==> config.mk <==
export PLATFORM = sky130hd
export DESIGN_NAME = strongest_sensor_hysteresis_flat
export DESIGN_NICKNAME = d
export VERILOG_FILES = /design/src/hdl/ssh_pkg.sv /design/src/hdl/ssh_sensor_if.sv /design/src/hdl/ssh_result_if.sv /design/src/hdl/ssh_lane.sv /design/src/hdl/ssh_merge.sv /design/src/hdl/strongest_sensor_hysteresis.sv /design/src/flat_wrapper.sv
export SDC_FILE = /design/constraint.sdc
export NUM_CORES = 1
export LEC_CHECK = 0
export BUFFER_PORTS_ARGS = -buffer_cell sky130_fd_sc_hd__buf_4
export CAP_MARGIN = 5
export CORE_ASPECT_RATIO = 1.5
export CORE_MARGIN = 2
export CORE_UTILIZATION = 60
export DETAILED_ROUTE_END_ITERATION = 8
export GPL_TIMING_DRIVEN = 0
export PLACE_DENSITY_LB_ADDON = 0.12
export SLEW_MARGIN = 40
export SYNTH_ARGS = -nofsm -noshare
export SYNTH_HDL_FRONTEND = slang
export SYNTH_SLANG_ARGS = --single-unit
==> constraint.sdc <==
create_clock -name clk -period 13.9 [get_ports clk]
set_clock_uncertainty 0.1 [all_clocks]
set_input_delay 1.39 -clock clk [delete_from_list [all_inputs] [get_ports clk]]
set_output_delay 1.39 -clock clk [all_outputs]
set_load 0.01 [all_outputs]
==> src/hdl/ssh_pkg.sv <==
// Shared constants and types for the strongest-sensor selector.
`default_nettype none

package ssh_pkg;

	// Fixed field widths of the request and result channels.
	localparam int unsigned FIELD_W   = 10;
	localparam int unsigned NUM_FIELDS = 12;
	localparam int unsigned CHOSEN_W  = 4;

	// Defaults for the top-level parameters.
	localparam int unsigned NUM_SENSORS_DEF  = 12;
	localparam int unsigned SAMPLE_WIDTH_DEF = 10;

	// Configuration register map.
	localparam int unsigned CFG_IDX_W = 1;
	localparam int unsigned CFG_DATA_W = FIELD_W;
	localparam logic [CFG_IDX_W-1:0] REG_DETECT_THRESHOLD = 1'd0;
	localparam logic [CFG_IDX_W-1:0] REG_SWITCH_MARGIN    = 1'd1;

	// Register reset values.
	localparam logic [FIELD_W-1:0] THRESHOLD_RST = 10'd50;
	localparam logic [FIELD_W-1:0] MARGIN_RST    = 10'd30;

	// Winner of the lane merge: best candidate of one frame.
	typedef struct packed {
		logic                found;
		logic [CHOSEN_W-1:0] idx;
		logic [FIELD_W-1:0]  value;
	} best_t;

endpackage

`default_nettype wire

==> src/hdl/ssh_sensor_if.sv <==
// Request channel carrying one frame of sensor readings.
`default_nettype none

interface ssh_sensor_if;
	logic                         valid;
	logic                         ready;
	logic [ssh_pkg::FIELD_W-1:0]  sensor_0;
	logic [ssh_pkg::FIELD_W-1:0]  sensor_1;
	logic [ssh_pkg::FIELD_W-1:0]  sensor_2;
	logic [ssh_pkg::FIELD_W-1:0]  sensor_3;
	logic [ssh_pkg::FIELD_W-1:0]  sensor_4;
	logic [ssh_pkg::FIELD_W-1:0]  sensor_5;
	logic [ssh_pkg::FIELD_W-1:0]  sensor_6;
	logic [ssh_pkg::FIELD_W-1:0]  sensor_7;
	logic [ssh_pkg::FIELD_W-1:0]  sensor_8;
	logic [ssh_pkg::FIELD_W-1:0]  sensor_9;
	logic [ssh_pkg::FIELD_W-1:0]  sensor_10;
	logic [ssh_pkg::FIELD_W-1:0]  sensor_11;

	modport source (
		output valid, sensor_0, sensor_1, sensor_2, sensor_3, sensor_4, sensor_5,
		       sensor_6, sensor_7, sensor_8, sensor_9, sensor_10, sensor_11,
		input  ready
	);

	modport sink (
		input  valid, sensor_0, sensor_1, sensor_2, sensor_3, sensor_4, sensor_5,
		       sensor_6, sensor_7, sensor_8, sensor_9, sensor_10, sensor_11,
		output ready
	);
endinterface

`default_nettype wire

==> src/hdl/ssh_result_if.sv <==
// Result channel carrying the selected direction.
`default_nettype none

interface ssh_result_if;
	logic                          valid;
	logic                          ready;
	logic                          direction_found;
	logic [ssh_pkg::CHOSEN_W-1:0]  chosen_sensor;

	modport source (
		output valid, direction_found, chosen_sensor,
		input  ready
	);

	modport sink (
		input  valid, direction_found, chosen_sensor,
		output ready
	);
endinterface

`default_nettype wire

==> src/hdl/ssh_lane.sv <==
// One sensor lane: trims the reading and tests it against the threshold.
`default_nettype none

module ssh_lane #(
	parameter int unsigned SAMPLE_WIDTH = ssh_pkg::SAMPLE_WIDTH_DEF
) (
	input  wire logic [ssh_pkg::FIELD_W-1:0] field,
	input  wire logic [ssh_pkg::FIELD_W-1:0] threshold,
	output logic [((SAMPLE_WIDTH < ssh_pkg::FIELD_W) ? SAMPLE_WIDTH : ssh_pkg::FIELD_W)-1:0]
	             reading,
	output logic                             candidate
);

	localparam int unsigned FW   = ssh_pkg::FIELD_W;
	localparam int unsigned RD_W = (SAMPLE_WIDTH < FW) ? SAMPLE_WIDTH : FW;

	// The reading is the low bits of the field; it counts only when strictly
	// above the threshold.
	always_comb begin
		reading   = field[RD_W-1:0];
		candidate = (FW'(reading) > threshold);
	end

endmodule

`default_nettype wire

==> src/hdl/ssh_merge.sv <==
// Compare tree over the lanes: largest candidate, lowest index on a tie.
`default_nettype none

module ssh_merge #(
	parameter int unsigned NUM_SENSORS = ssh_pkg::NUM_SENSORS_DEF,
	parameter int unsigned RD_W        = ssh_pkg::SAMPLE_WIDTH_DEF
) (
	input  wire logic [RD_W-1:0] reading [NUM_SENSORS],
	input  wire logic            candidate [NUM_SENSORS],
	output ssh_pkg::best_t       best
);

	localparam int unsigned IDX_W  = $clog2(NUM_SENSORS);
	localparam int unsigned LEAVES = 1 << IDX_W;
	localparam int unsigned NODES  = 2 * LEAVES - 1;

	logic             node_v   [NODES];
	logic [RD_W-1:0]  node_val [NODES];
	logic [IDX_W-1:0] node_idx [NODES];

	// Leaves hold the lanes; each inner node keeps the better of its children,
	// the left (lower index) child winning unless the right one is strictly larger.
	always_comb begin
		for (int i = 0; i < LEAVES; i++) begin
			if (i < NUM_SENSORS) begin
				node_v[LEAVES-1+i]   = candidate[i];
				node_val[LEAVES-1+i] = reading[i];
			end else begin
				node_v[LEAVES-1+i]   = 1'b0;
				node_val[LEAVES-1+i] = '0;
			end
			node_idx[LEAVES-1+i] = IDX_W'(i);
		end
		for (int k = LEAVES - 2; k >= 0; k--) begin
			if (node_v[2*k+2] && (!node_v[2*k+1] || (node_val[2*k+2] > node_val[2*k+1]))) begin
				node_v[k]   = 1'b1;
				node_val[k] = node_val[2*k+2];
				node_idx[k] = node_idx[2*k+2];
			end else begin
				node_v[k]   = node_v[2*k+1];
				node_val[k] = node_val[2*k+1];
				node_idx[k] = node_idx[2*k+1];
			end
		end
	end

	// Root of the tree is the frame's winner.
	always_comb begin
		best.found = node_v[0];
		best.idx   = ssh_pkg::CHOSEN_W'(node_idx[0]);
		best.value = ssh_pkg::FIELD_W'(node_val[0]);
	end

endmodule

`default_nettype wire

==> src/hdl/strongest_sensor_hysteresis.sv <==
// Top level of the strongest-sensor selector with threshold and hysteresis.
// Each request is one frame of readings and yields exactly one result: the index
// of the strongest reading strictly above detect_threshold (lowest index on a
// tie), or "no direction" when none qualifies. While a sensor is held, the block
// moves to a new one only if the new maximum exceeds the held sensor's current
// reading plus switch_margin. The block takes one frame per clock cycle while the
// result channel does not stall it, and carries each frame through its stages: the
// first stage runs the per-sensor lanes and the compare tree, the second applies hysteresis against
// the held choice and is the output register, so the held state is always up
// to date for the next frame. Write the configuration registers only while idle.
`default_nettype none

module strongest_sensor_hysteresis #(
	parameter int unsigned NUM_SENSORS  = ssh_pkg::NUM_SENSORS_DEF,
	parameter int unsigned SAMPLE_WIDTH = ssh_pkg::SAMPLE_WIDTH_DEF
) (
	input  wire logic                           clk,
	input  wire logic                           arst_n,
	ssh_sensor_if.sink                          sensors,
	ssh_result_if.source                        result,
	input  wire logic                           write_en,
	input  wire logic [ssh_pkg::CFG_IDX_W-1:0]  reg_index,
	input  wire logic [ssh_pkg::CFG_DATA_W-1:0] write_data
);

	localparam int unsigned FW    = ssh_pkg::FIELD_W;
	localparam int unsigned RD_W  = (SAMPLE_WIDTH < FW) ? SAMPLE_WIDTH : FW;
	localparam int unsigned IDX_W = $clog2(NUM_SENSORS);

	logic [FW-1:0]   field [ssh_pkg::NUM_FIELDS];
	logic [RD_W-1:0] reading [NUM_SENSORS];
	logic            candidate [NUM_SENSORS];
	ssh_pkg::best_t  best;

	logic [FW-1:0]   threshold_q;
	logic [FW-1:0]   margin_q;

	logic            valid_s1;
	logic [RD_W-1:0] rd_s1 [NUM_SENSORS];
	ssh_pkg::best_t  best_s1;

	logic                         valid_s2;
	logic                         found_s2;
	logic [ssh_pkg::CHOSEN_W-1:0] chosen_s2;

	logic             held_valid_q;
	logic [IDX_W-1:0] held_idx_q;

	logic             advance;
	logic             in_acc;
	logic [RD_W-1:0]  held_rd;
	logic [FW:0]      held_sum;
	logic             do_switch;
	logic             keep_held;

	// Configuration registers.
	always_ff @(posedge clk or negedge arst_n) begin
		if (!arst_n) begin
			threshold_q <= ssh_pkg::THRESHOLD_RST;
			margin_q    <= ssh_pkg::MARGIN_RST;
		end else if (write_en) begin
			case (reg_index)
				ssh_pkg::REG_DETECT_THRESHOLD: threshold_q <= write_data;
				ssh_pkg::REG_SWITCH_MARGIN:    margin_q    <= write_data;
				default: ;
			endcase
		end
	end

	// Gather the request fields into an array for the lanes.
	always_comb begin
		field[0]  = sensors.sensor_0;
		field[1]  = sensors.sensor_1;
		field[2]  = sensors.sensor_2;
		field[3]  = sensors.sensor_3;
		field[4]  = sensors.sensor_4;
		field[5]  = sensors.sensor_5;
		field[6]  = sensors.sensor_6;
		field[7]  = sensors.sensor_7;
		field[8]  = sensors.sensor_8;
		field[9]  = sensors.sensor_9;
		field[10] = sensors.sensor_10;
		field[11] = sensors.sensor_11;
	end

	// One lane per sensor in use.
	for (genvar g = 0; g < NUM_SENSORS; g++) begin : g_lane
		ssh_lane #(
			.SAMPLE_WIDTH(SAMPLE_WIDTH)
		) u_lane (
			.field    (field[g]),
			.threshold(threshold_q),
			.reading  (reading[g]),
			.candidate(candidate[g])
		);
	end

	ssh_merge #(
		.NUM_SENSORS(NUM_SENSORS),
		.RD_W       (RD_W)
	) u_merge (
		.reading  (reading),
		.candidate(candidate),
		.best     (best)
	);

	// Pipeline moves when the output register is free or being drained.
	assign advance       = !valid_s2 || result.ready;
	assign sensors.ready = advance || !valid_s1;
	assign in_acc        = sensors.valid && sensors.ready;

	// Stage 1: lane readings and the tree winner.
	always_ff @(posedge clk or negedge arst_n) begin
		if (!arst_n) begin
			valid_s1 <= 1'b0;
		end else begin
			valid_s1 <= in_acc || (valid_s1 && !advance);
		end
	end

	always_ff @(posedge clk) begin
		if (in_acc) begin
			rd_s1   <= reading;
			best_s1 <= best;
		end
	end

	// Hysteresis: switch only if the new maximum beats the held reading plus
	// the margin; the sum is one bit wider so it never wraps.
	always_comb begin
		held_rd   = rd_s1[held_idx_q];
		held_sum  = (FW + 1)'(held_rd) + (FW + 1)'(margin_q);
		do_switch = ((FW + 1)'(best_s1.value) > held_sum);
		keep_held = held_valid_q && !do_switch;
	end

	// Stage 2: output register and held choice.
	always_ff @(posedge clk or negedge arst_n) begin
		if (!arst_n) begin
			valid_s2     <= 1'b0;
			held_valid_q <= 1'b0;
			held_idx_q   <= '0;
		end else if (advance) begin
			valid_s2 <= valid_s1;
			if (valid_s1) begin
				if (!best_s1.found) begin
					held_valid_q <= 1'b0;
					held_idx_q   <= '0;
				end else begin
					held_valid_q <= 1'b1;
					if (!keep_held) begin
						held_idx_q <= best_s1.idx[IDX_W-1:0];
					end
				end
			end
		end
	end

	always_ff @(posedge clk) begin
		if (advance && valid_s1) begin
			found_s2 <= best_s1.found;
			if (!best_s1.found) begin
				chosen_s2 <= '0;
			end else if (keep_held) begin
				chosen_s2 <= ssh_pkg::CHOSEN_W'(held_idx_q);
			end else begin
				chosen_s2 <= best_s1.idx;
			end
		end
	end

	assign result.valid           = valid_s2;
	assign result.direction_found = found_s2;
	assign result.chosen_sensor   = chosen_s2;

	// A held choice always names a sensor in use.
	a_held_in_range: assert property (@(posedge clk) disable iff (!arst_n)
		held_valid_q |-> (32'(held_idx_q) < NUM_SENSORS))
		else $error("held sensor index out of range");

	// No direction means the index reads as zero.
	a_none_zero: assert property (@(posedge clk) disable iff (!arst_n)
		(result.valid && !result.direction_found) |-> (result.chosen_sensor == '0))
		else $error("nonzero index without a direction");

	// A reported direction names a sensor in use.
	a_chosen_in_range: assert property (@(posedge clk) disable iff (!arst_n)
		(result.valid && result.direction_found) |-> (32'(result.chosen_sensor) < NUM_SENSORS))
		else $error("chosen sensor out of range");

	// The held choice after a result is exactly what that result reported.
	a_held_tracks: assert property (@(posedge clk) disable iff (!arst_n)
		(advance && valid_s1) |=>
			((held_valid_q == result.direction_found) &&
			 (ssh_pkg::CHOSEN_W'(held_idx_q) == result.chosen_sensor)))
		else $error("held choice differs from last result");

endmodule

`default_nettype wire
==> src/flat_wrapper.sv <==
// flat-port wrapper written by rule: the top's interface ports become plain ports
module strongest_sensor_hysteresis_flat 
#(
	parameter int unsigned NUM_SENSORS  = ssh_pkg::NUM_SENSORS_DEF,
	parameter int unsigned SAMPLE_WIDTH = ssh_pkg::SAMPLE_WIDTH_DEF
)
  (clk, arst_n, write_en, reg_index, write_data, sensors_valid, sensors_sensor_0, sensors_sensor_1, sensors_sensor_2, sensors_sensor_3, sensors_sensor_4, sensors_sensor_5, sensors_sensor_6, sensors_sensor_7, sensors_sensor_8, sensors_sensor_9, sensors_sensor_10, sensors_sensor_11, sensors_ready, result_valid, result_direction_found, result_chosen_sensor, result_ready);
  ssh_sensor_if sensors_i ();
  ssh_result_if result_i ();
  input  wire logic clk;
  input  wire logic arst_n;
  input  wire logic write_en;
  input  wire logic [ssh_pkg::CFG_IDX_W-1:0] reg_index;
  input  wire logic [ssh_pkg::CFG_DATA_W-1:0] write_data;
  input wire logic [$bits(sensors_i.valid)-1:0] sensors_valid;
  input wire logic [$bits(sensors_i.sensor_0)-1:0] sensors_sensor_0;
  input wire logic [$bits(sensors_i.sensor_1)-1:0] sensors_sensor_1;
  input wire logic [$bits(sensors_i.sensor_2)-1:0] sensors_sensor_2;
  input wire logic [$bits(sensors_i.sensor_3)-1:0] sensors_sensor_3;
  input wire logic [$bits(sensors_i.sensor_4)-1:0] sensors_sensor_4;
  input wire logic [$bits(sensors_i.sensor_5)-1:0] sensors_sensor_5;
  input wire logic [$bits(sensors_i.sensor_6)-1:0] sensors_sensor_6;
  input wire logic [$bits(sensors_i.sensor_7)-1:0] sensors_sensor_7;
  input wire logic [$bits(sensors_i.sensor_8)-1:0] sensors_sensor_8;
  input wire logic [$bits(sensors_i.sensor_9)-1:0] sensors_sensor_9;
  input wire logic [$bits(sensors_i.sensor_10)-1:0] sensors_sensor_10;
  input wire logic [$bits(sensors_i.sensor_11)-1:0] sensors_sensor_11;
  output wire logic [$bits(sensors_i.ready)-1:0] sensors_ready;
  output wire logic [$bits(result_i.valid)-1:0] result_valid;
  output wire logic [$bits(result_i.direction_found)-1:0] result_direction_found;
  output wire logic [$bits(result_i.chosen_sensor)-1:0] result_chosen_sensor;
  input wire logic [$bits(result_i.ready)-1:0] result_ready;
  assign sensors_i.valid = sensors_valid;
  assign sensors_i.sensor_0 = sensors_sensor_0;
  assign sensors_i.sensor_1 = sensors_sensor_1;
  assign sensors_i.sensor_2 = sensors_sensor_2;
  assign sensors_i.sensor_3 = sensors_sensor_3;
  assign sensors_i.sensor_4 = sensors_sensor_4;
  assign sensors_i.sensor_5 = sensors_sensor_5;
  assign sensors_i.sensor_6 = sensors_sensor_6;
  assign sensors_i.sensor_7 = sensors_sensor_7;
  assign sensors_i.sensor_8 = sensors_sensor_8;
  assign sensors_i.sensor_9 = sensors_sensor_9;
  assign sensors_i.sensor_10 = sensors_sensor_10;
  assign sensors_i.sensor_11 = sensors_sensor_11;
  assign sensors_ready = sensors_i.ready;
  assign result_valid = result_i.valid;
  assign result_direction_found = result_i.direction_found;
  assign result_chosen_sensor = result_i.chosen_sensor;
  assign result_i.ready = result_ready;
  strongest_sensor_hysteresis #(.NUM_SENSORS(NUM_SENSORS), .SAMPLE_WIDTH(SAMPLE_WIDTH)) u_core (.clk(clk), .arst_n(arst_n), .sensors(sensors_i), .result(result_i), .write_en(write_en), .reg_index(reg_index), .write_data(write_data));
endmodule
; ---- Word level (Yosys, flattened, before mapping)
; Index checks and enable logic that the tools add are counted.
[word_totals]
out_inout_bits = 7
in_bits = 136
ff_bits = 167
elab_cells = 136
[classes]
n_reduce_logical = 47
add_sub_neg = 1
n_lt_le_gt_ge = 25
muxes = 38
n_bitwise = 2
[ops]
columns = op, n
row1 = 10-bit > comparator, 23
row2 = 10-bit 2-to-1 mux, 13
row3 = 10-bit binary-select mux with 4-bit select, 1
row4 = 4-bit 2-to-1 mux, 6
row5 = 1-bit 2-to-1 mux, 17
row6 = 1-bit logical AND, 15
row7 = 1-bit logical NOT, 15
row8 = 1-bit logical OR, 14
row9 = 10-bit by 10-bit adder with 11-bit output, 1
row10 = 10-bit by 11-bit > comparator with 1-bit output, 1
row11 = 2-bit AND reduction, 3
row12 = 5-bit greater-or-equal comparator (second input constant), 1
row13 = 4-bit NOT with 5-bit output, 1
row14 = 2-bit 2-to-1 mux, 1
row15 = 1-bit NOT, 1

; ---- Depth between registers and ports, before layout
; Gate-level depths: netlist of the first run.
[depth]
depth_word = 17
ltp_mapped = 40

; ---- By module
; A second synthesis of the first run with hierarchy kept.
[unflattened]
cells_unflattened = 1552
hier_area_um2 = 15504.9
[by_module_without_submodules]
columns = mod, n_inst, cells_each, area_per_inst_um2, seq_area_each_um2
row1 = strongest_sensor_hysteresis, 1, 369, 6857.8, 4888.4
row2 = ssh_merge, 1, 643, 4713.3, 0.0
row3 = ssh_lane, 12, 45, 327.8, 0.0

; ---- Worst setup path after synthesis of the first run
; OpenSTA, ideal clock, no wires.
[synth_timing]
kind = input -> register
startpoint = input sensors_sensor_2[7]
endpoint = register u_core.best_s1[2] (netlist bit), data pin
n_path_buf = 4
setup_slack_ps = 5729
cell_stages = 32
arrival_ps = 7813
setup_ps = 258
t_required_ps = 13542
path_cell_list = ha_1 -> a211oi_1 -> nor2_1 -> o41a_1 -> a21bo_2 -> buf_6 -> mux2_2 -> ha_1 -> a21o_1 -> a21oi_1 -> nor2b_1 -> o31ai_1 -> a2bb2oi_1 -> o22ai_2 -> buf_8 -> mux2i_1 -> ha_1 -> a2111o_1 -> a2111oi_0 -> a2bb2oi_1 -> nor2_2 -> buf_6 -> mux2_4 -> ha_1 -> a21o_1 -> a21o_1 -> a21oi_1 -> o211ai_1 -> a32oi_1 -> nor2_4 -> buf_8 -> mux2i_1
[synth_lines]
columns = item, line_no
row1 = start: declaration, flat_wrapper.sv:18  ; input wire logic [$bits(sensors_i.sensor_2)-1:0] sensors_sensor_2;
row2 = end signal: assignment, strongest_sensor_hysteresis.sv:124  ; best_s1 <= best;
row3 = end: declaration, strongest_sensor_hysteresis.sv:40  ; ssh_pkg::best_t best_s1;

==> results of run 1 <==
==> layer usage <==
metal,global-route usage,wire length [um],up-vias
li1,-,-,4968
met1,0.397,15200,5187
met2,0.531,18200,341
met3,0.0373,1650,90
met4,0.176,2310,0
met5,0,0,-
==> flip-flops by register name, indices dropped and copies added (netlist names) <==
signal,count
u_core.result.chosen_sensor,4
u_core.best_s1,15
u_core.result.direction_found,1
u_core.margin_q,10
u_core.held_valid_q,1
u_core.result.valid,1
u_core.rd_s1,120
u_core.held_idx_q,4
u_core.valid_s1,1
u_core.threshold_q,10
==> metrics by stage <==
stage | instances | hold WS [ns]
3_3_place_gp | 1653 | 0.384
2_1_floorplan | 1231 | 0.357
3_5_place_dp | 1656 | 0.395
4_1_cts | 1688 | 0.416
6_report | 1688 | 0.409
5_1_grt | 1688 | 0.422
==> logic make-up (layout without fill, tap and decap cells) <==
kind of cell               count (synthesis)  count (layout)
buffers and inverters                    196             373
DFF                                      167             167
AOI/OAI and AO/OA                        247             247
muxes                                    167             167
and+or+nand+nor                          195             195
adders and majority gates                251             251
xor gates and xnor gates                   8               8
==> cell usage after synthesis (19+ instances only) <==
cell / instances / area (um^2)
sky130_fd_sc_hd__ha_1: 250 / 3130
sky130_fd_sc_hd__dfrtp_1: 20 / 500
sky130_fd_sc_hd__mux2_2: 45 / 507
sky130_fd_sc_hd__o21ai_0: 42 / 210
sky130_fd_sc_hd__nor2_1: 34 / 128
sky130_fd_sc_hd__nand4_1: 39 / 244
sky130_fd_sc_hd__nand3_1: 22 / 110
sky130_fd_sc_hd__inv_1: 172 / 646
sky130_fd_sc_hd__a21oi_1: 64 / 320
sky130_fd_sc_hd__a211oi_1: 19 / 143
sky130_fd_sc_hd__mux2i_1: 70 / 701
sky130_fd_sc_hd__mux4_2: 30 / 676
sky130_fd_sc_hd__a21o_1: 37 / 278
sky130_fd_sc_hd__edfxtp_1: 140 / 4200
sky130_fd_sc_hd__nand2_1: 46 / 173
==> worst min path at each step <==
stage / from / endpoint / slack, ns / depth (start not counted)
after floorplan: u_core.valid_s1 / u_core.result.valid / 0.36 / 1
after global placement: u_core.best_s1[13] / u_core.held_idx_q[3] / 0.38 / 2
after detailed placement: u_core.held_valid_q / u_core.held_valid_q / 0.39 / 2
after CTS: u_core.held_valid_q / u_core.held_valid_q / 0.42 / 2
after global routing: u_core.valid_s1 / u_core.result.valid / 0.42 / 1
final: u_core.valid_s1 / u_core.result.valid / 0.41 / 1
==> area by class of cell <==
cell class | count | area, um^2 | share of cell area
Buffer | 24 | 186 | 0.0117
Tap cell | 280 | 350 | 0.0220
Clock inverter | 15 | 173 | 0.0108
Timing Repair Buffer | 145 | 1130 | 0.0706
Multi-Input combinational cell | 868 | 8160 | 0.511
Clock buffer | 17 | 425 | 0.0267
Sequential cell | 167 | 4890 | 0.306
Inverter | 172 | 646 | 0.0405
==> critical path, delay by kind of cell <==
kind | cells | cell delay (ns)
compound gates | 13 | 2.67
simple gates | 8 | 1.37
mux | 4 | 1.33
fa+ha+maj | 4 | 1.13
buf+inv | 6 | 1.10
==> power groups by stage <==
stage	combinational, W	clock [W]	sequential [W]
CTS	0.00155	0.000494	0.000670
global placement	0.00150	0	0.000684
finish	0.00156	0.000489	0.000671
detailed placement	0.00154	0	0.000681
floorplan	0.00112	0	0.000675
global route	0.00172	0.000513	0.000677
==> flow_metrics.tcl, run 1 <==
set metrics [dict create \
    grt_start_max_net_pins 45 \
    core_area_um2 22900 \
    netlist_area_um2 13900 \
    slew_headroom 0.416 \
    post-route-drc-count 0 \
    vdd.ir_drop.worst_mv 0.176 \
    max_cap_viols 0 \
    area_growth_syn_to_layout_pct 15.0 \
    cts_tree "built" \
    fin_area_um2 16000 \
    critical-path-top-cell-by-count "sky130_fd_sc_hd__ha_1" \
    worst_r2r_endpoint "u_core.best_s1[3]" \
    numPortBuffers 142 \
    rows 68 \
    post-place-ws_ns 4.75 \
    max_freq_ghz 0.113 \
    die_area_um2 24400 \
    synthMuxAreaShare 0.163 \
    die_height_um 190 \
    finalSetupViolations 0 \
    final_layout_size_suffix_gt1_frac 0.225 \
    r2r_cells 34 \
    floorplan.initialDensity 0.606 \
    worst_r2r_startpoint "u_core.threshold_q[9]" \
    share_of_the_yosys_chip_area_belonging_to_registers 0.352 \
    max_slew.worst_pin.slew_ns 0.876 \
    comb_power_share 0.574 \
    post_place_instance_area_um2 15400 \
    pwr-share-seq 0.246 \
    dr_total_vias 10586 \
    fin_ws_ns 5.03 \
    switching_power_w 0.00112 \
    power-per-cell-area_nw_per_um2 171 \
    setup.worst_path.end "u_core.best_s1[3]" \
    synth_compound_gate_area_share 0.119 \
    clkPwrFrac 0.180 \
    worst_path_max_delay_cell "sky130_fd_sc_hd__a2111o_1" \
    synth_simple_gate_area_share 0.0743 \
    mappedNetlistNets 1618 \
    drt-vias-per-instance 6.27 \
    register_to_register_path_setup_slack_ns 5.05 \
    clock_latency_late_sink_ns 0.45 \
    layout_common_cells "250 x sky130_fd_sc_hd__ha_1, 172 x sky130_fd_sc_hd__inv_1, 142 x sky130_fd_sc_hd__buf_4, 140 x sky130_fd_sc_hd__edfxtp_1, 70 x sky130_fd_sc_hd__mux2i_1" \
    first_pass_iters 6 \
    finalHoldViolCount 0 \
    path_clk_slew_ns 0.07 \
    nNetsFinal 1782 \
    grt_overflow_total 0 \
    cts_resized 0 \
    drv_slew 0 \
    crit_path_start "sensors_sensor_1[7]" \
    num_ports 143 \
    timing.final.crit_period_ns 8.87 \
    synthFlopType "sky130_fd_sc_hd__edfxtp_1" \
    first_pass_grt_wire_length_um 58000 \
    post-layout-total-power_w 0.00272 \
    grtUsageTotal 0.317 \
    synthXorXnorAreaFrac 0.00505 \
    synth_top_family_by_area "adder cells" \
    filler_cell_count 1701 \
    p_leak_nw 7.49 \
    worst_ep_required_time_ns 14.05 \
    number_of_standard_cells_after_synthesis 1231 \
    route.detailed.wl_per_inst_um 22.2 \
    hold_class "flip-flop to flip-flop" \
    post_synth_cell_types 71 \
    final_antenna_net_count 0 \
    synth_enable_flop_cells 140 \
    timing.final.crit_share 0.638 \
    antenna_cells_inserted 0 \
    cts_htree_levels 4 \
    synth-warning-count 0 \
    status "complete, no violations" \
    antenna_found_initial 0 \
    globalplace.congestion 0.924 \
    criticalPathCategory "input port to flip-flop" \
    critPathMaxStageDelay_ns 0.44 \
    synthAdderAreaFrac 0.227 \
    number_of_drc_violations_after_detailed_routing_iteration_0 682 \
    final.setup.tns_ns 0 \
    critical_path.startpoint_type "input port" \
    synth_seq_cells 167 \
    layout.cells.most_common "sky130_fd_sc_hd__ha_1" \
    endpoint_kind "flip-flop" \
    cts_buffer_depth 2 \
    timing.critical_path.fanout_max 10 \
    tritoncts.num_buffers 17 \
    syn_area_per_cell_um2 11.3 \
    clk_root_buffer_cell "sky130_fd_sc_hd__clkbuf_16" \
    p_int_w 0.00161 \
    cp.arrival_ns 9.02 \
    asyncSetResetFlopFracSynth 0.162 \
    wirelength_um 37400 \
    finalCoreUtilization 0.697 \
    die_x_um 128 \
    sw_frac_of_total 0.410 \
    post-cts-setup-buffers 0 \
    cts_hold_repair.buffers 0 \
    tritoncts_sinks 167 \
    grt_pass1_vias 10694 \
    rsz0062_at_grt "false" \
    post-dp-hpwl_um 29300 \
]
(Power assumes the default switching activity.)
==> run 2: changes to the inputs <==
Clock period 13.9 ns to 8.9 ns, I/O delays scaled along.
==> flow_metrics.tcl, run 2 (synthesized netlist as in run 1, its figures left out) <==
set metrics [dict create \
    cts_buffer_depth 2 \
    route.detailed.wl_per_inst_um 22.1 \
    hold_class "input port to async pin" \
    wirelength_um 37700 \
    slew_headroom 0.423 \
    die_x_um 128 \
    top_regs "u_core.rd_s1 x120, u_core.best_s1 x15" \
    drv_slew 0 \
    dr_total_vias 10597 \
    finalHoldViolCount 0 \
    worst_ep_required_time_ns 9.05 \
    core_area_um2 22900 \
    fin_ws_ns 0.311 \
    antenna_found_initial 0 \
    die_area_um2 24400 \
    critical-path-top-cell-by-count "sky130_fd_sc_hd__ha_1" \
    final_antenna_net_count 0 \
    endpoint_kind "flip-flop" \
    cp.arrival_ns 8.74 \
    critPathMaxStageDelay_ns 0.60 \
    first_pass_grt_wire_length_um 58000 \
    worst-path-stages 34 \
    clock_latency_late_sink_ns 0.45 \
    grtUsageTotal 0.317 \
    timing.critical_path.fanout_max 13 \
    floorplan.initialDensity 0.606 \
    numPortBuffers 142 \
    path_buf_inv 6 \
    max_slew.worst_pin.slew_ns 0.865 \
    vdd.ir_drop.worst_mv 0.274 \
    final_layout_size_suffix_gt1_frac 0.238 \
    finalSetupViolations 0 \
    timing.final.crit_share 0.965 \
    rows 68 \
    layout_common_cells "250 x sky130_fd_sc_hd__ha_1, 164 x sky130_fd_sc_hd__inv_1, 147 x sky130_fd_sc_hd__buf_4, 140 x sky130_fd_sc_hd__edfxtp_1, 70 x sky130_fd_sc_hd__mux2i_1" \
    cts_htree_levels 4 \
    number_of_drc_violations_after_detailed_routing_iteration_0 720 \
    criticalPathCategory "flip-flop to flip-flop" \
    r2r_cells 34 \
    post-dp-hpwl_um 29300 \
    rsz0062_at_grt "false" \
    post-place-ws_ns 0.245 \
    timing.final.crit_period_ns 8.59 \
    area_growth_syn_to_layout_pct 16.6 \
    tritoncts.num_buffers 17 \
    post-route-drc-count 0 \
    critical_path.startpoint_type "flip-flop" \
    largest_register "u_core.rd_s1" \
    max_freq_ghz 0.116 \
    num_ports 143 \
    layout.cells.most_common "sky130_fd_sc_hd__ha_1" \
    nNetsFinal 1795 \
    globalplace.congestion 0.924 \
    grt_pass1_vias 10697 \
    worst_path_max_delay_cell "sky130_fd_sc_hd__inv_1" \
    path_clk_slew_ns 0.07 \
    clk_root_buffer_cell "sky130_fd_sc_hd__clkbuf_16" \
    grt_start_max_net_pins 45 \
    drt-vias-per-instance 6.23 \
    cpLargestDelayFamily "compound AO/OA/AOI/OAI gates" \
    status "complete, no violations" \
    tritoncts_sinks 167 \
    largest_register_ffs 120 \
    die_height_um 190 \
    antenna_cells_inserted 0 \
    first_pass_iters 6 \
    final.setup.tns_ns 0 \
    power-per-cell-area_nw_per_um2 265 \
    grt_overflow_total 0 \
    cts_tree "built" \
    p_leak_nw 7.56 \
    cts_hold_repair.buffers 0 \
    max_cap_viols 0 \
]
[run 2: cell count changes in the layout (fill, tap and decap cells not counted)]
cell | previous run | this run
sky130_fd_sc_hd__buf_12 | 4 | 12
sky130_fd_sc_hd__clkinvlp_4 | 0 | 8
sky130_fd_sc_hd__inv_1 | 172 | 164
sky130_fd_sc_hd__buf_4 | 142 | 147
[run 2: area by class of cell]
cell class / instances / area (um^2)
Multi-Input combinational cell: 868 / 8160
Clock inverter: 15 / 173
Fill cell: 1685 / 6710
Timing Repair Buffer: 158 / 1320
Buffer: 24 / 186
Clock buffer: 17 / 425
Inverter: 172 / 676
Tap cell: 280 / 350
Sequential cell: 167 / 4890
[run 2: routing by layer]
| metal | part of all wire | vias to the layer above | track usage |
|---|---|---|---|
| met5 | 0 | - | 0 |
| met4 | 0.050 | 0 | 0.176 |
| met3 | 0.043 | 82 | 0.0373 |
| met2 | 0.50 | 332 | 0.531 |
| met1 | 0.41 | 5187 | 0.397 |
| li1 | - | 4996 | - |
[run 2: final timing paths]
| path | from | endpoint | slack, ns |
|---|---|---|---|
| max reg2reg | u_core.threshold_q[2] | u_core.best_s1[3] | 0.31 |
| max in group asynchronous | arst_n | u_core.margin_q[3] | 8.16 |
| min reg2reg | u_core.valid_s1 | u_core.result.valid | 0.42 |
| min | arst_n | u_core.held_idx_q[0] | 0.23 |
| min in group clk | u_core.valid_s1 | u_core.result.valid | 0.42 |
| max | u_core.threshold_q[2] | u_core.best_s1[3] | 0.31 |
[run 2: what timing repair did]
| action | 4_1_cts | 5_1_grt |
|---|---|---|
| gates resized for setup | 0 | 8 |
| buffers inserted | 0 | 13 |
| endpoints found under the setup margin | 0 | 14 |
[run 2: report_power, final]
part	internal (W)	switching, W	total [W]
clock network	0.000403	0.000362	0.000766
logic	0.00113	0.00134	0.00247
registers	0.00100	0.0000497	0.00105
[run 2: per-stage QoR]
| step | total power [W] | util | cells | area (um^2) | hold WS, ns |
|---|---|---|---|---|---|
| 3_3_place_gp | 0.00341 | 0.668 | 1653 | 15300 | 0.384 |
| 4_1_cts | 0.00424 | 0.697 | 1688 | 16000 | 0.237 |
| 2_1_floorplan | 0.00280 | - | 1231 | 13900 | 0.357 |
| 6_report | 0.00429 | 0.707 | 1701 | 16200 | 0.229 |
| 5_1_grt | 0.00458 | 0.707 | 1701 | 16200 | 0.249 |
| 3_5_place_dp | 0.00346 | 0.671 | 1656 | 15400 | 0.395 |
